### config.mk
export PLATFORM = sky130hd
export DESIGN_NAME = grid_cell_bucket_table
export DESIGN_NICKNAME = d
export VERILOG_FILES = /design/src/gcbt_pkg.sv /design/src/gcbt_div_lane.sv /design/src/gcbt_cell_table.sv /design/src/grid_cell_bucket_table.sv
export SDC_FILE = /design/constraint.sdc
export NUM_CORES = 2
export LEC_CHECK = 0
export ABC_CLOCK_PERIOD_IN_PS = 4800
export BUFFER_PORTS_ARGS = -buffer_cell sky130_fd_sc_hd__buf_2
export CORE_UTILIZATION = 55
export CTS_CLUSTER_DIAMETER = 60
export DETAILED_ROUTE_END_ITERATION = 7
export PLACE_DENSITY_LB_ADDON = 0.15
export RECOVER_POWER = 100
export SYNTH_ARGS = -nofsm -noshare
export SYNTH_HDL_FRONTEND = slang
export SYNTH_SLANG_ARGS = --single-unit
export TNS_END_PERCENT = 50
### constraint.sdc
create_clock -name clk_i -period 4.8 [get_ports clk_i]
set_input_delay 0 -clock clk_i [delete_from_list [all_inputs] [get_ports clk_i]]
set_output_delay 0 -clock clk_i [all_outputs]
set_load 0.005 [all_outputs]
### src/gcbt_pkg.sv
package gcbt_pkg;

  localparam int unsigned MaxDimsDef   = 4;
  localparam int unsigned CellSlotsDef = 16;
  localparam int unsigned IdCountDef   = 32;

  localparam int unsigned CoordW = 16;
  localparam int unsigned IntvW  = 15;
  localparam int unsigned DimsW  = 3;
  localparam int unsigned IdW    = 5;
  localparam int unsigned CfgIdxW = 3;
  localparam int unsigned CfgW   = 15;

  typedef enum logic [1:0] {
    OP_ADD    = 2'd0,
    OP_REMOVE = 2'd1,
    OP_HAS    = 2'd2,
    OP_LIST   = 2'd3
  } op_e;

  typedef enum logic [1:0] {
    ST_OK        = 2'd0,
    ST_NOT_FOUND = 2'd1,
    ST_FULL      = 2'd2
  } status_e;

  typedef enum logic [2:0] {
    CFG_DIMS  = 3'd0,
    CFG_INTV0 = 3'd1,
    CFG_INTV1 = 3'd2,
    CFG_INTV2 = 3'd3,
    CFG_INTV3 = 3'd4
  } cfg_idx_e;

  typedef enum logic [2:0] {
    S_IDLE,
    S_DIV,
    S_LOOKUP,
    S_EXEC,
    S_LIST
  } state_e;

  // table write control
  typedef struct packed {
    logic en;
    logic set_key;
    logic valid;
  } tbl_wr_t;

  // registered lookup answer
  typedef struct packed {
    logic hit;
    logic any_free;
  } tbl_match_t;

endpackage

### src/gcbt_div_lane.sv
module gcbt_div_lane (
  input  logic                          clk_i,
  input  logic                          rst_ni,
  input  logic                          start_i,
  input  logic signed [gcbt_pkg::CoordW-1:0] dividend_i,
  input  logic [gcbt_pkg::IntvW-1:0]    divisor_i,
  output logic                          done_o,
  output logic [gcbt_pkg::CoordW-1:0]   quot_o
);
  import gcbt_pkg::*;

  logic              busy_q, busy_d;
  logic              done_q, done_d;
  logic [3:0]        cnt_q, cnt_d;
  logic [CoordW-1:0] rem_q, rem_d;
  logic [CoordW-1:0] num_q, num_d;
  logic [IntvW-1:0]  div_q, div_d;
  logic              neg_q, neg_d;
  logic [CoordW-1:0] trial;
  logic              fits;

  // restoring division on magnitudes, one quotient bit a cycle
  assign trial = {rem_q[CoordW-2:0], num_q[CoordW-1]};
  assign fits  = trial >= {1'b0, div_q};

  always_comb begin
    busy_d = busy_q;
    done_d = 1'b0;
    cnt_d  = cnt_q;
    rem_d  = rem_q;
    num_d  = num_q;
    div_d  = div_q;
    neg_d  = neg_q;
    if (start_i) begin
      busy_d = 1'b1;
      cnt_d  = 4'd15;
      rem_d  = '0;
      num_d  = dividend_i[CoordW-1] ? (~dividend_i + 16'd1) : dividend_i;
      div_d  = (divisor_i == '0) ? 15'd1 : divisor_i;
      neg_d  = dividend_i[CoordW-1];
    end else if (busy_q) begin
      rem_d = fits ? (trial - {1'b0, div_q}) : trial;
      num_d = {num_q[CoordW-2:0], fits};
      cnt_d = cnt_q - 4'd1;
      if (cnt_q == 4'd0) begin
        busy_d = 1'b0;
        done_d = 1'b1;
      end
    end
  end

  always_ff @(posedge clk_i or negedge rst_ni) begin
    if (!rst_ni) begin
      busy_q <= 1'b0;
      done_q <= 1'b0;
      cnt_q  <= '0;
    end else begin
      busy_q <= busy_d;
      done_q <= done_d;
      cnt_q  <= cnt_d;
    end
  end

  always_ff @(posedge clk_i) begin
    rem_q <= rem_d;
    num_q <= num_d;
    div_q <= div_d;
    neg_q <= neg_d;
  end

  assign done_o = done_q;
  assign quot_o = neg_q ? (~num_q + 16'd1) : num_q;

endmodule

### src/gcbt_cell_table.sv
module gcbt_cell_table #(
  parameter int unsigned MAX_DIMS   = gcbt_pkg::MaxDimsDef,
  parameter int unsigned CELL_SLOTS = gcbt_pkg::CellSlotsDef,
  parameter int unsigned ID_COUNT   = gcbt_pkg::IdCountDef,
  localparam int unsigned KeyW  = gcbt_pkg::CoordW * MAX_DIMS,
  localparam int unsigned SlotW = (CELL_SLOTS > 1) ? $clog2(CELL_SLOTS) : 1
) (
  input  logic                   clk_i,
  input  logic                   rst_ni,
  input  logic [KeyW-1:0]        key_i,
  input  logic                   capture_i,
  output gcbt_pkg::tbl_match_t   match_o,
  output logic [SlotW-1:0]       hit_slot_o,
  output logic [SlotW-1:0]       free_slot_o,
  output logic [ID_COUNT-1:0]    members_o,
  input  gcbt_pkg::tbl_wr_t      wr_i,
  input  logic [SlotW-1:0]       wr_slot_i,
  input  logic [ID_COUNT-1:0]    wr_members_i
);
  import gcbt_pkg::*;

  logic [CELL_SLOTS-1:0] valid_q;
  logic [KeyW-1:0]       key_q     [CELL_SLOTS];
  logic [ID_COUNT-1:0]   members_q [CELL_SLOTS];

  logic                  hit, any_free;
  logic [SlotW-1:0]      hit_slot, free_slot;
  tbl_match_t            match_q;
  logic [SlotW-1:0]      hit_slot_q, free_slot_q;
  logic [ID_COUNT-1:0]   members_r_q;

  // every slot compares in parallel, lowest index wins
  always_comb begin
    hit       = 1'b0;
    any_free  = 1'b0;
    hit_slot  = '0;
    free_slot = '0;
    for (int s = CELL_SLOTS - 1; s >= 0; s--) begin
      if (valid_q[s] && key_q[s] == key_i) begin
        hit      = 1'b1;
        hit_slot = SlotW'(s);
      end
      if (!valid_q[s]) begin
        any_free  = 1'b1;
        free_slot = SlotW'(s);
      end
    end
  end

  always_ff @(posedge clk_i or negedge rst_ni) begin
    if (!rst_ni) begin
      valid_q <= '0;
    end else if (wr_i.en) begin
      valid_q[wr_slot_i] <= wr_i.valid;
    end
  end

  always_ff @(posedge clk_i) begin
    if (wr_i.en) begin
      members_q[wr_slot_i] <= wr_members_i;
      if (wr_i.set_key) begin
        key_q[wr_slot_i] <= key_i;
      end
    end
    if (capture_i) begin
      match_q     <= '{hit: hit, any_free: any_free};
      hit_slot_q  <= hit_slot;
      free_slot_q <= free_slot;
      members_r_q <= members_q[hit_slot];
    end
  end

  assign match_o     = match_q;
  assign hit_slot_o  = hit_slot_q;
  assign free_slot_o = free_slot_q;
  assign members_o   = members_r_q;

endmodule

### src/grid_cell_bucket_table.sv
// channel | direction | handshake           | payload
// in      | into      | in_valid_i/in_stall_o   | opcode, coord_0..3, item_id
// out     | out of    | out_valid_o/out_stall_i | status, found, member_id, last
// cfg     | into      | cfg_valid_i/cfg_ready_o | cfg_index_i, cfg_data_i
//
// add and remove pass through the accepting cycle, the per-dimension serial
// dividers (quotient bits, then the done beat), a table lookup state and an
// execute state; has-cell and list skip the dividers; list walks one member bit
// a cycle while the output is free (up to ID_COUNT)
// one item at a time; the output register lets the next beat in while a
// result still waits; reset empties the table at once through per-slot valid bits
module grid_cell_bucket_table #(
  parameter int unsigned MAX_DIMS   = gcbt_pkg::MaxDimsDef,
  parameter int unsigned CELL_SLOTS = gcbt_pkg::CellSlotsDef,
  parameter int unsigned ID_COUNT   = gcbt_pkg::IdCountDef
) (
  input  logic                          clk_i,
  input  logic                          rst_ni,
  input  logic                          in_valid_i,
  output logic                          in_stall_o,
  input  logic [1:0]                    opcode_i,
  input  logic signed [gcbt_pkg::CoordW-1:0] coord_0_i,
  input  logic signed [gcbt_pkg::CoordW-1:0] coord_1_i,
  input  logic signed [gcbt_pkg::CoordW-1:0] coord_2_i,
  input  logic signed [gcbt_pkg::CoordW-1:0] coord_3_i,
  input  logic [gcbt_pkg::IdW-1:0]      item_id_i,
  output logic                          out_valid_o,
  input  logic                          out_stall_i,
  output logic [1:0]                    status_o,
  output logic                          found_o,
  output logic [gcbt_pkg::IdW-1:0]      member_id_o,
  output logic                          last_o,
  input  logic                          cfg_valid_i,
  output logic                          cfg_ready_o,
  input  logic [gcbt_pkg::CfgIdxW-1:0]  cfg_index_i,
  input  logic [gcbt_pkg::CfgW-1:0]     cfg_data_i
);
  import gcbt_pkg::*;

  localparam int unsigned KeyW  = CoordW * MAX_DIMS;
  localparam int unsigned SlotW = (CELL_SLOTS > 1) ? $clog2(CELL_SLOTS) : 1;
  localparam int unsigned IdxW  = (ID_COUNT > 1) ? $clog2(ID_COUNT) : 1;

  // configuration registers
  logic [DimsW-1:0] dims_q;
  logic [IntvW-1:0] intv_q [4];
  logic [DimsW-1:0] dims_eff;

  // latched item
  state_e             state_q, state_d;
  op_e                op_q;
  logic [CoordW-1:0]  coord_in [4];
  logic [IdW-1:0]     id_q;
  logic [KeyW-1:0]    key_q, key_d;
  logic               in_acc;

  // lanes
  logic [MAX_DIMS-1:0]   lane_done;
  logic [CoordW-1:0]     lane_quot [MAX_DIMS];
  logic                  lane_start;

  // table
  tbl_match_t           match;
  logic [SlotW-1:0]     hit_slot, free_slot, wr_slot;
  logic [ID_COUNT-1:0]  members, wr_members;
  tbl_wr_t              wr;
  logic                 capture;

  // list walk
  logic [ID_COUNT-1:0]  mask_q, mask_d;
  logic [IdxW-1:0]      idx_q, idx_d;
  logic [ID_COUNT-1:0]  id_bit, mask_rest;
  logic                 id_ok;
  logic [IdxW+IdW-1:0]  idx_ext;

  // output register
  logic           out_valid_q;
  status_e        out_status_q;
  logic           out_found_q, out_last_q;
  logic [IdW-1:0] out_member_q;
  logic           out_free, emit;
  status_e        e_status;
  logic           e_found, e_last;
  logic [IdW-1:0] e_member;

  assign cfg_ready_o = 1'b1;

  always_ff @(posedge clk_i or negedge rst_ni) begin
    if (!rst_ni) begin
      dims_q <= DimsW'(2);
      for (int i = 0; i < 4; i++) intv_q[i] <= IntvW'(1);
    end else if (cfg_valid_i) begin
      case (cfg_idx_e'(cfg_index_i))
        CFG_DIMS:  dims_q    <= cfg_data_i[DimsW-1:0];
        CFG_INTV0: intv_q[0] <= cfg_data_i;
        CFG_INTV1: intv_q[1] <= cfg_data_i;
        CFG_INTV2: intv_q[2] <= cfg_data_i;
        CFG_INTV3: intv_q[3] <= cfg_data_i;
        default: ;
      endcase
    end
  end

  // zero dims acts as one, beyond the lane count clamps
  always_comb begin
    dims_eff = dims_q;
    if (dims_q == '0) dims_eff = DimsW'(1);
    if (dims_q > DimsW'(MAX_DIMS)) dims_eff = DimsW'(MAX_DIMS);
  end

  assign in_stall_o = (state_q != S_IDLE);
  assign in_acc     = in_valid_i && !in_stall_o;
  assign lane_start = in_acc && (opcode_i == OP_ADD || opcode_i == OP_REMOVE);

  // raw cell indices straight from the input beat
  assign coord_in[0] = coord_0_i;
  assign coord_in[1] = coord_1_i;
  assign coord_in[2] = coord_2_i;
  assign coord_in[3] = coord_3_i;

  always_ff @(posedge clk_i) begin
    if (in_acc) begin
      op_q       <= op_e'(opcode_i);
      id_q       <= item_id_i;
    end
    key_q <= key_d;
  end

  // one divider lane per dimension
  for (genvar d = 0; d < MAX_DIMS; d++) begin : g_lane
    logic signed [CoordW-1:0] lane_in;
    always_comb begin
      case (d)
        0:       lane_in = coord_0_i;
        1:       lane_in = coord_1_i;
        2:       lane_in = coord_2_i;
        default: lane_in = coord_3_i;
      endcase
    end
    gcbt_div_lane u_lane (
      .clk_i      (clk_i),
      .rst_ni     (rst_ni),
      .start_i    (lane_start),
      .dividend_i (lane_in),
      .divisor_i  (intv_q[d]),
      .done_o     (lane_done[d]),
      .quot_o     (lane_quot[d])
    );
  end

  // merge: build the key from quotients or raw cell indices
  always_comb begin
    key_d = key_q;
    if (state_q == S_DIV && lane_done[0]) begin
      for (int d = 0; d < MAX_DIMS; d++) begin
        key_d[d*CoordW +: CoordW] = (DimsW'(d) < dims_eff) ? lane_quot[d] : '0;
      end
    end else if (state_q == S_IDLE) begin
      for (int d = 0; d < MAX_DIMS; d++) begin
        key_d[d*CoordW +: CoordW] = (DimsW'(d) < dims_eff) ? coord_in[d] : '0;
      end
    end
  end

  assign capture = (state_q == S_LOOKUP);

  gcbt_cell_table #(
    .MAX_DIMS   (MAX_DIMS),
    .CELL_SLOTS (CELL_SLOTS),
    .ID_COUNT   (ID_COUNT)
  ) u_table (
    .clk_i        (clk_i),
    .rst_ni       (rst_ni),
    .key_i        (key_q),
    .capture_i    (capture),
    .match_o      (match),
    .hit_slot_o   (hit_slot),
    .free_slot_o  (free_slot),
    .members_o    (members),
    .wr_i         (wr),
    .wr_slot_i    (wr_slot),
    .wr_members_i (wr_members)
  );

  always_comb begin
    for (int j = 0; j < ID_COUNT; j++) begin
      id_bit[j] = ({2'b00, id_q} == 7'(j));
    end
  end
  assign id_ok     = ({2'b00, id_q} < 7'(ID_COUNT));
  assign mask_rest = mask_q & ~(ID_COUNT'(1) << idx_q);
  assign idx_ext   = {{IdW{1'b0}}, idx_q};
  assign out_free  = !out_valid_q || !out_stall_i;

  always_comb begin
    state_d    = state_q;
    mask_d     = mask_q;
    idx_d      = idx_q;
    emit       = 1'b0;
    e_status   = ST_OK;
    e_found    = 1'b0;
    e_member   = '0;
    e_last     = 1'b1;
    wr         = '{en: 1'b0, set_key: 1'b0, valid: 1'b0};
    wr_slot    = match.hit ? hit_slot : free_slot;
    wr_members = members;
    case (state_q)
      S_IDLE: begin
        if (in_acc) begin
          state_d = lane_start ? S_DIV : S_LOOKUP;
        end
      end
      S_DIV: begin
        if (lane_done[0]) state_d = S_LOOKUP;
      end
      S_LOOKUP: begin
        state_d = S_EXEC;
      end
      S_EXEC: begin
        if (out_free) begin
          emit    = 1'b1;
          state_d = S_IDLE;
          case (op_q)
            OP_ADD: begin
              if (!id_ok) begin
                e_status = ST_NOT_FOUND;
              end else if (match.hit) begin
                wr         = '{en: 1'b1, set_key: 1'b0, valid: 1'b1};
                wr_members = members | id_bit;
              end else if (match.any_free) begin
                wr         = '{en: 1'b1, set_key: 1'b1, valid: 1'b1};
                wr_members = id_bit;
              end else begin
                e_status = ST_FULL;
              end
            end
            OP_REMOVE: begin
              if (!id_ok || !match.hit || (members & id_bit) == '0) begin
                e_status = ST_NOT_FOUND;
              end else begin
                wr_members = members & ~id_bit;
                wr = '{en: 1'b1, set_key: 1'b0, valid: (wr_members != '0)};
              end
            end
            OP_HAS: begin
              e_found = match.hit;
            end
            default: begin
              if (!match.hit || members == '0) begin
                e_status = ST_NOT_FOUND;
              end else begin
                emit    = 1'b0;
                mask_d  = members;
                idx_d   = '0;
                state_d = S_LIST;
              end
            end
          endcase
        end
      end
      S_LIST: begin
        // one member bit a cycle, held while the output is full
        if (mask_q[idx_q]) begin
          if (out_free) begin
            emit     = 1'b1;
            e_member = idx_ext[IdW-1:0];
            e_last   = (mask_rest == '0);
            mask_d   = mask_rest;
            idx_d    = idx_q + IdxW'(1);
            if (mask_rest == '0) state_d = S_IDLE;
          end
        end else begin
          idx_d = idx_q + IdxW'(1);
        end
      end
      default: state_d = S_IDLE;
    endcase
  end

  always_ff @(posedge clk_i or negedge rst_ni) begin
    if (!rst_ni) begin
      state_q     <= S_IDLE;
      out_valid_q <= 1'b0;
    end else begin
      state_q <= state_d;
      if (emit) begin
        out_valid_q <= 1'b1;
      end else if (!out_stall_i) begin
        out_valid_q <= 1'b0;
      end
    end
  end

  always_ff @(posedge clk_i) begin
    mask_q <= mask_d;
    idx_q  <= idx_d;
    if (emit) begin
      out_status_q <= e_status;
      out_found_q  <= e_found;
      out_member_q <= e_member;
      out_last_q   <= e_last;
    end
  end

  assign out_valid_o = out_valid_q;
  assign status_o    = out_status_q;
  assign found_o     = out_found_q;
  assign member_id_o = out_member_q;
  assign last_o      = out_last_q;

  // the list walk never runs on an empty bitmap
  a_list_nonempty: assert property (@(posedge clk_i) disable iff (!rst_ni)
    state_q == S_LIST |-> mask_q != '0)
    else $error("list walk with empty bitmap");

  // a found answer is always an ok result
  a_found_ok: assert property (@(posedge clk_i) disable iff (!rst_ni)
    out_valid_o && found_o |-> status_o == ST_OK)
    else $error("found with bad status");

  // all lanes finish together
  a_lanes_sync: assert property (@(posedge clk_i) disable iff (!rst_ni)
    state_q == S_DIV |-> (&lane_done) || !(|lane_done))
    else $error("divider lanes out of step");

  // a result is only loaded while the output can take it
  a_emit_free: assert property (@(posedge clk_i) disable iff (!rst_ni)
    emit |-> out_free)
    else $error("result overwritten");

endmodule

---- Word-level counts from Yosys, hierarchy flattened ----
Memory sizes are Yosys's and may differ from the RTL's. A register that Yosys moved wholly into a read port is not among the register bits.
Cells that the tools add are included.
storage, ports and cells
  ROM bits ................................ 0
  bits in registers ....................... 419
  bits in latches ......................... 0
  output and inout port bits .............. 12
  bits in writable memories ............... 1536
  memories ................................ 2
  bits of input ports ..................... 94
memories
  memory             depth  bits a word  rd ports  clocked after Yosys merged registers in  write ports  RTL line               source
  u_table.key_q      16     64           16        0                                        1            gcbt_cell_table.sv:23  logic [KeyW-1:0] key_q [CELL_SLOTS];
  u_table.members_q  16     32           1         1                                        1            gcbt_cell_table.sv:24  logic [ID_COUNT-1:0] members_q [CELL_SLOTS];
operators by class
  add/sub/neg operators ................... 17
  $mul .................................... 0
  equality and inequality tests ........... 68
  shifts and indexed selects .............. 1
  bitwise gates (word level) .............. 14
  div/mod/pow operators ................... 0
  reduce and logical (&&, ||, !) cells .... 70
  multiplexer cells ....................... 146
  $lt $le $gt $ge ......................... 12
operators with widths
  kind                   number
  $eq 64x64->1           16
  $mux 16                24
  $mux 32                10
  $mux 4                 33
  $add 16x1->16 const B  8
  $mux 64                2
  $not 16->16            8
  $pmux 32 s2            2
  $and 32x32->32         3
  $logic_not 32->1       3
  $eq 5x5->1 const B     16
  $ge 16x15->1           4
  $not 32->32            2
  $logic_not 15->1       4
  $mux 15                4
  $sub 15x15->15         4
  $mux 3                 19
  $eq 5x4->1 const B     8
  $mux 1                 34
  $or 32x32->32          1
  $reduce_bool 32->1     1
  $shl 1x5->32 const A   1
  $mux 5                 5
  $eq 5x3->1 const B     4
  other kinds (45)       112

---- Longest topological paths before layout ----
An unclocked memory read counts as a cell.
  depth after elaboration ................. 19
  gate-level depth with buffers ........... 18
  depth with buffers taken out ............ 15

---- Cells and area by module ----
From an unflattened synthesis, not the netlist that was laid out.
second synthesis, totals
  cells, all modules ...................... 7710
  area total of the unflattened synthesis .. 96577.6 um^2
by module, submodules not included
  module                                area each (um^2)  times used  cells each  seq. area each (um^2)
  gcbt_cell_table                       71379.7           1           4981        47785.8
  grid_cell_bucket_table                10467.5           1           1108        5196.2
  gcbt_div_lane (g_lane[0].u_lane ...)  3633.5            2           404         1411.4
  gcbt_div_lane (g_lane[3].u_lane)      3734.8            1           406         1411.4
  gcbt_div_lane (g_lane[2].u_lane)      3728.6            1           407         1411.4

---- Worst setup path before layout ----
No wires, ideal clock.
  path type ............................... reg-to-reg
  start ................................... register u_table.match_q (netlist bit u_table.match_o[1])
  end ..................................... memory u_table.key_q[4][0] (netlist bit), enable pin
  path slack .............................. -0.121 ns
  cell stages (with the launch flop) ...... 7
  required time ........................... 4.314 ns
  buffers on the path ..................... 3
  arrival ................................. 4.435 ns
  setup time .............................. 0.486 ns
  cell sequence ........................... edfxtp_1 clkbuf_1 clkbuf_1 clkbuf_1 a32oi_1 or3_1 nor2_1
between the ends
  word-level cells in the longest chain between the ends .. 8
ends and longest elaborated chain
  element                       RTL line                       source
  from (decl)                   gcbt_cell_table.sv:28          tbl_match_t match_q;
  from (signal assigned)        gcbt_cell_table.sv:66          match_q <= '{hit: hit, any_free: any_free};
  $logic_not 1->1               grid_cell_bucket_table.sv:238  if (!id_ok || !match.hit || (members & id_bit) == '0) begin
  $logic_or 1x1->1              grid_cell_bucket_table.sv:238
  $mux 3                        grid_cell_bucket_table.sv:238
  $pmux 3 s2                    grid_cell_bucket_table.sv:223  case (op_q)
  $mux 3                        grid_cell_bucket_table.sv:220  if (out_free) begin
  $mux 3                        grid_cell_bucket_table.sv:207  case (state_q)
  $mux 1                        gcbt_cell_table.sv:59          if (wr_i.en) begin
  $mux 1 (not written as such)  gcbt_cell_table.sv:62          key_q[wr_slot_i] <= key_i;
  to (decl)                     gcbt_cell_table.sv:23
Parallel ways exist; a longest one is shown, timed or not.

---- Worst setup path after layout ----
  start ................................... register key_q[46]
  end ..................................... register u_table.members_r_q[27] (netlist: u_table.members_o[27]), read port of u_table.members_q, data pin
between the ends
  word-level cells in the longest chain between the ends .. 18
ends and longest elaborated chain
  element                 RTL line                       source
  from (decl)             grid_cell_bucket_table.sv:54   logic [KeyW-1:0] key_q, key_d;
  from (signal assigned)  grid_cell_bucket_table.sv:126  key_q <= key_d;
  $eq 64x64->1            gcbt_cell_table.sv:39          if (valid_q[s] && key_q[s] == key_i) begin
  $logic_and 1x1->1       gcbt_cell_table.sv:39
  $mux 4 (15 in a row)    gcbt_cell_table.sv:39
  $mux 4 (*)              gcbt_cell_table.sv:39
  to (decl)               gcbt_cell_table.sv:30          logic [ID_COUNT-1:0] members_r_q;
Every way passes the cells marked *; elsewhere a longest branch is shown, timed or not.
A chain may end at the register's enable or synchronous reset.

==> results by group <==
Logic synthesis
  – Syn Std Cell Area: 0.0945 mm²
  – EDFF count, synth: 1823
  – Post-synthesis sequential area ratio: 61.9%
  – Register bit total from synthesis: 1987
  – Unique masters post-synth: 93
  – YS warnings: 0
  – Ys flop type: edfxtp_1
  – Dominant cell type by area after synthesis: edfxtp_1
  – Mean Syn Cell Area: 12.0 µm²
  – Synth top area share: 57.9%
  – Syn Inst Count: 7887
  – Most instantiated cells after synthesis: edfxtp_1, nand3_1, xnor2_1
  – Ys async rst share: 5.23%
  – Ranking of synthesized cells by area: edfxtp_1, xnor2_1, nand3_1
  – Top-count cell post-synth: edfxtp_1
  – Mapped Nets: 8063

GRT
  – Tot GR Track Use: 35.3%
  – Global-route wire length before repair: 449 mm
  – Initial antenna violation count: 19
  – Met1 global-route usage: 51.1%
  – M3 GR Usage: 7.16%
  – Vias in the first global route: 66300
  – GR peak layer: met2
  – Met2 usage: 52.7%
  – Largest net degree at the start of global routing: 105
  – Gr ovfl total: 0

STA
  – Max-slew violations: 144
  – Clk_skew: 26.5 ps
  – Final setup vio count: 0
  – Fin crit share: 98.5%
  – Worst Max-Slew Pin Slew: 3560 ps
  – Worst hold slack: 74.3 ps
  – Max frequency: 212 MHz
  – Relative slew slack: -137%
  – Tmin final: 4730 ps
  – Final WS setup: 73.3 ps
  – Final Hold Viols: 0
  – Fin Setup TNS: 0 ps

Detailed routing
  – Detailed-route via count: 69800
  – Routed WL: 309 mm
  – Post-route ant nets: 0
  – DR DRC count: 0
  – First-pass DRT Iterations: 8
  – DR iter-0 viols: 10200
  – Avg WL per Cell: 28.8 µm
  – Mean number of vias per cell: 6.49

Setup path
  – CP Capture Type: register
  – Crit path DAT: 5440 ps
  – Slowest CP cell: or4bb_1
  – Crit start category: register
  – Critical Path Fanout Max: 31
  – Reg2reg start: key_q[46]
  – Crit path cell chain: clkbuf_1 -> buf_12 -> xor2_1 -> or4_1 -> or4bb_1 -> nor4_1 -> buf_4 -> nor2_1 -> a2111o_1 -> a21boi_4 -> buf_12 -> buf_8 -> nand3_1 -> a21oi_1 -> nor4_2 -> nand3_1
  – R2R Setup Slk: 70 ps
  – CP max stage delay: 530 ps
  – Data required, critical path: 5510 ps
  – FF-to-FF End: u_table.members_o[27]
  – Setup Crit Path Kind: register to register
  – R2r worst-path depth: 16

Clock tree
  – Clk buf depth: 3
  – H-tree lvl count: 4
  – Root Buffer: clkbuf_16
  – CTS buffer count: 206
  – CTS clk-pin slew, worst paths: 60 ps
  – Total clock sinks: 1987
  – CTS tree: yes
  – Clock Latency Late Sink: 860 ps

Floorplanning
  – CORE AREA: 0.170 mm²
  – Die area: 0.174 mm²
  – IO Pins: 106
  – Initial Utilization: 55.6%
  – Die height: 417 µm
  – Die W: 417 µm
  – Row count: 151

Placed design
  – PortBufs: 104
  – Gpl congestion: 0.987
  – Place WS: -78.0 ps
  – Dpl hpwl: 209 mm
  – DP Area: 0.101 mm²

Power
  – Maximum vdd drop: 0.000456 V
  – Static leakage: 37.1 nW
  – Power per cell area: 517 mW/mm²

Finish
  – Final instance area: 0.108 mm²
  – Layout cells sized above 1: 11.1%
  – Fillers: 13000
  – Final #Nets: 8523
  – Fin util: 63.7%
  – Area growth syn-to-layout: 14.7%

Run
  – Max-cap violations: 3

Status
  – Failing checks: capacitance limit, slew limit
  – Status: finished, violations left

Worst hold path
  – Hold Path Stages: 3
  – Hold_sp: cfg_data_i[3]
  – Worst hold endpoint: intv_q[48]
  – Hold Crit Class: input pin to register
## metrics by stage
step / total power [mW] / instances
after floorplan: 32.6 / 7887
after global placement: 39.6 / 10200
after detailed placement: 39.9 / 10200
after CTS: 56.0 / 10700
after global routing: 58.0 / 10700
final: 56.0 / 10800
## cells by family after synthesis
family	after synthesis	share of synthesized area, %
simple gates	2929	16.5
flops	1987	61.9
compound gates	1173	7.54
xor+xnor	921	8.53
buf+inv	665	2.87
mux	129	1.53
fa+ha+maj	82	1.12
other cells	1	0.00397
## worst max path at each step
stage	startpoint	end	slack, ps	cells after the start
after floorplan	u_table.match_o[1]	u_table.key_q[4][0]	-120	6
after global placement	key_q[41]	u_table.members_o[31]	-70	15
after detailed placement	key_q[41]	u_table.members_o[31]	-80	15
after CTS	key_q[24]	u_table.members_o[27]	60	13
after global routing	key_q[38]	u_table.members_o[20]	-40	14
final	key_q[46]	u_table.members_o[27]	70	16
## metal layers
layer | part of all wire [%] | vias up
met5 | 0.016 | -
met1 | 40 | 34500
met3 | 12 | 629
met4 | 4.0 | 8
li1 | - | 30300
met2 | 44 | 4299
## where the power goes
group | total (mW) | internal, mW | switching [mW]
registers | 23.3 | 21.8 | 1.53
clock network | 16.1 | 9.11 | 6.95
logic | 16.7 | 5.50 | 11.2
total | 56.0 | 36.4 | 19.7
## critical path: cells and delay by family, from the launching register on
family,cells,cell delay [ps]
compound gates,3,970
buf+inv,5,1120
simple gates,7,1770
flops,1,500
xor+xnor,1,190
## what timing repair did
item | CTS | global route
hold endpoints to repair | 303 | 0
hold buffers | 129 | 0
resized for setup | 1 | 9
cloned | 0 | 0
endpoints found under the setup margin | 3 | 32
setup buffers | 3 | 6
## area by class of cell
| cell class | count | area, µm² | share of cell area [%] |
|---|---|---|---|
| Clock buffer | 260 | 5500 | 5.07 |
| Antenna cell | 10 | 25.0 | 0.0231 |
| Multi-Input combinational cell | 5235 | 33500 | 30.9 |
| Sequential cell | 1987 | 58600 | 54.0 |
| Timing Repair Buffer | 705 | 5960 | 5.50 |
| Tap cell | 2218 | 2780 | 2.56 |
| Inverter | 212 | 798 | 0.736 |
| Clock inverter | 124 | 1240 | 1.14 |
## sequential cells by signal, indices dropped and copies added, names as in the netlist, 5 cells and up
name / cells
g_lane.u_lane.cnt_q: 16
idx_q: 5
u_table.members_q: 512
u_table.members_o: 32
intv_q: 60
g_lane.u_lane.div_q: 60
g_lane.u_lane.rem_q: 60
u_table.key_q: 1024
key_q: 64
u_table.valid_q: 16
member_id_o: 5
mask_q: 32
id_q: 5
g_lane.u_lane.num_q: 64
## placed cells by master, fill, tap and decap left out, types with 33 or more instances in the layout
cell type      instances
edfxtp_1            1823
nand3_1              607
xnor2_1              587
nand2_1              511
nand2b_1             436
o21ai_0              397
a21oi_1              365
nand4_1              356
nor2_1               333
xor2_1               331
buf_4                241
nor4_1               219
inv_1                209
clkbuf_16            207
clkbuf_1             147
dlygate4sd3_1        128
nor3_1               117
dfrtp_1               99
buf_2                 92
buf_12                81
mux2_2                80
ha_1                  78
o2111ai_1             63
dfxtp_1               60
nor2b_1               59
or3_1                 53
or4_1                 47
mux2i_1               44
clkinv_2              39
a22oi_1               37
o22ai_1               33
(Power assumes the default switching activity.)
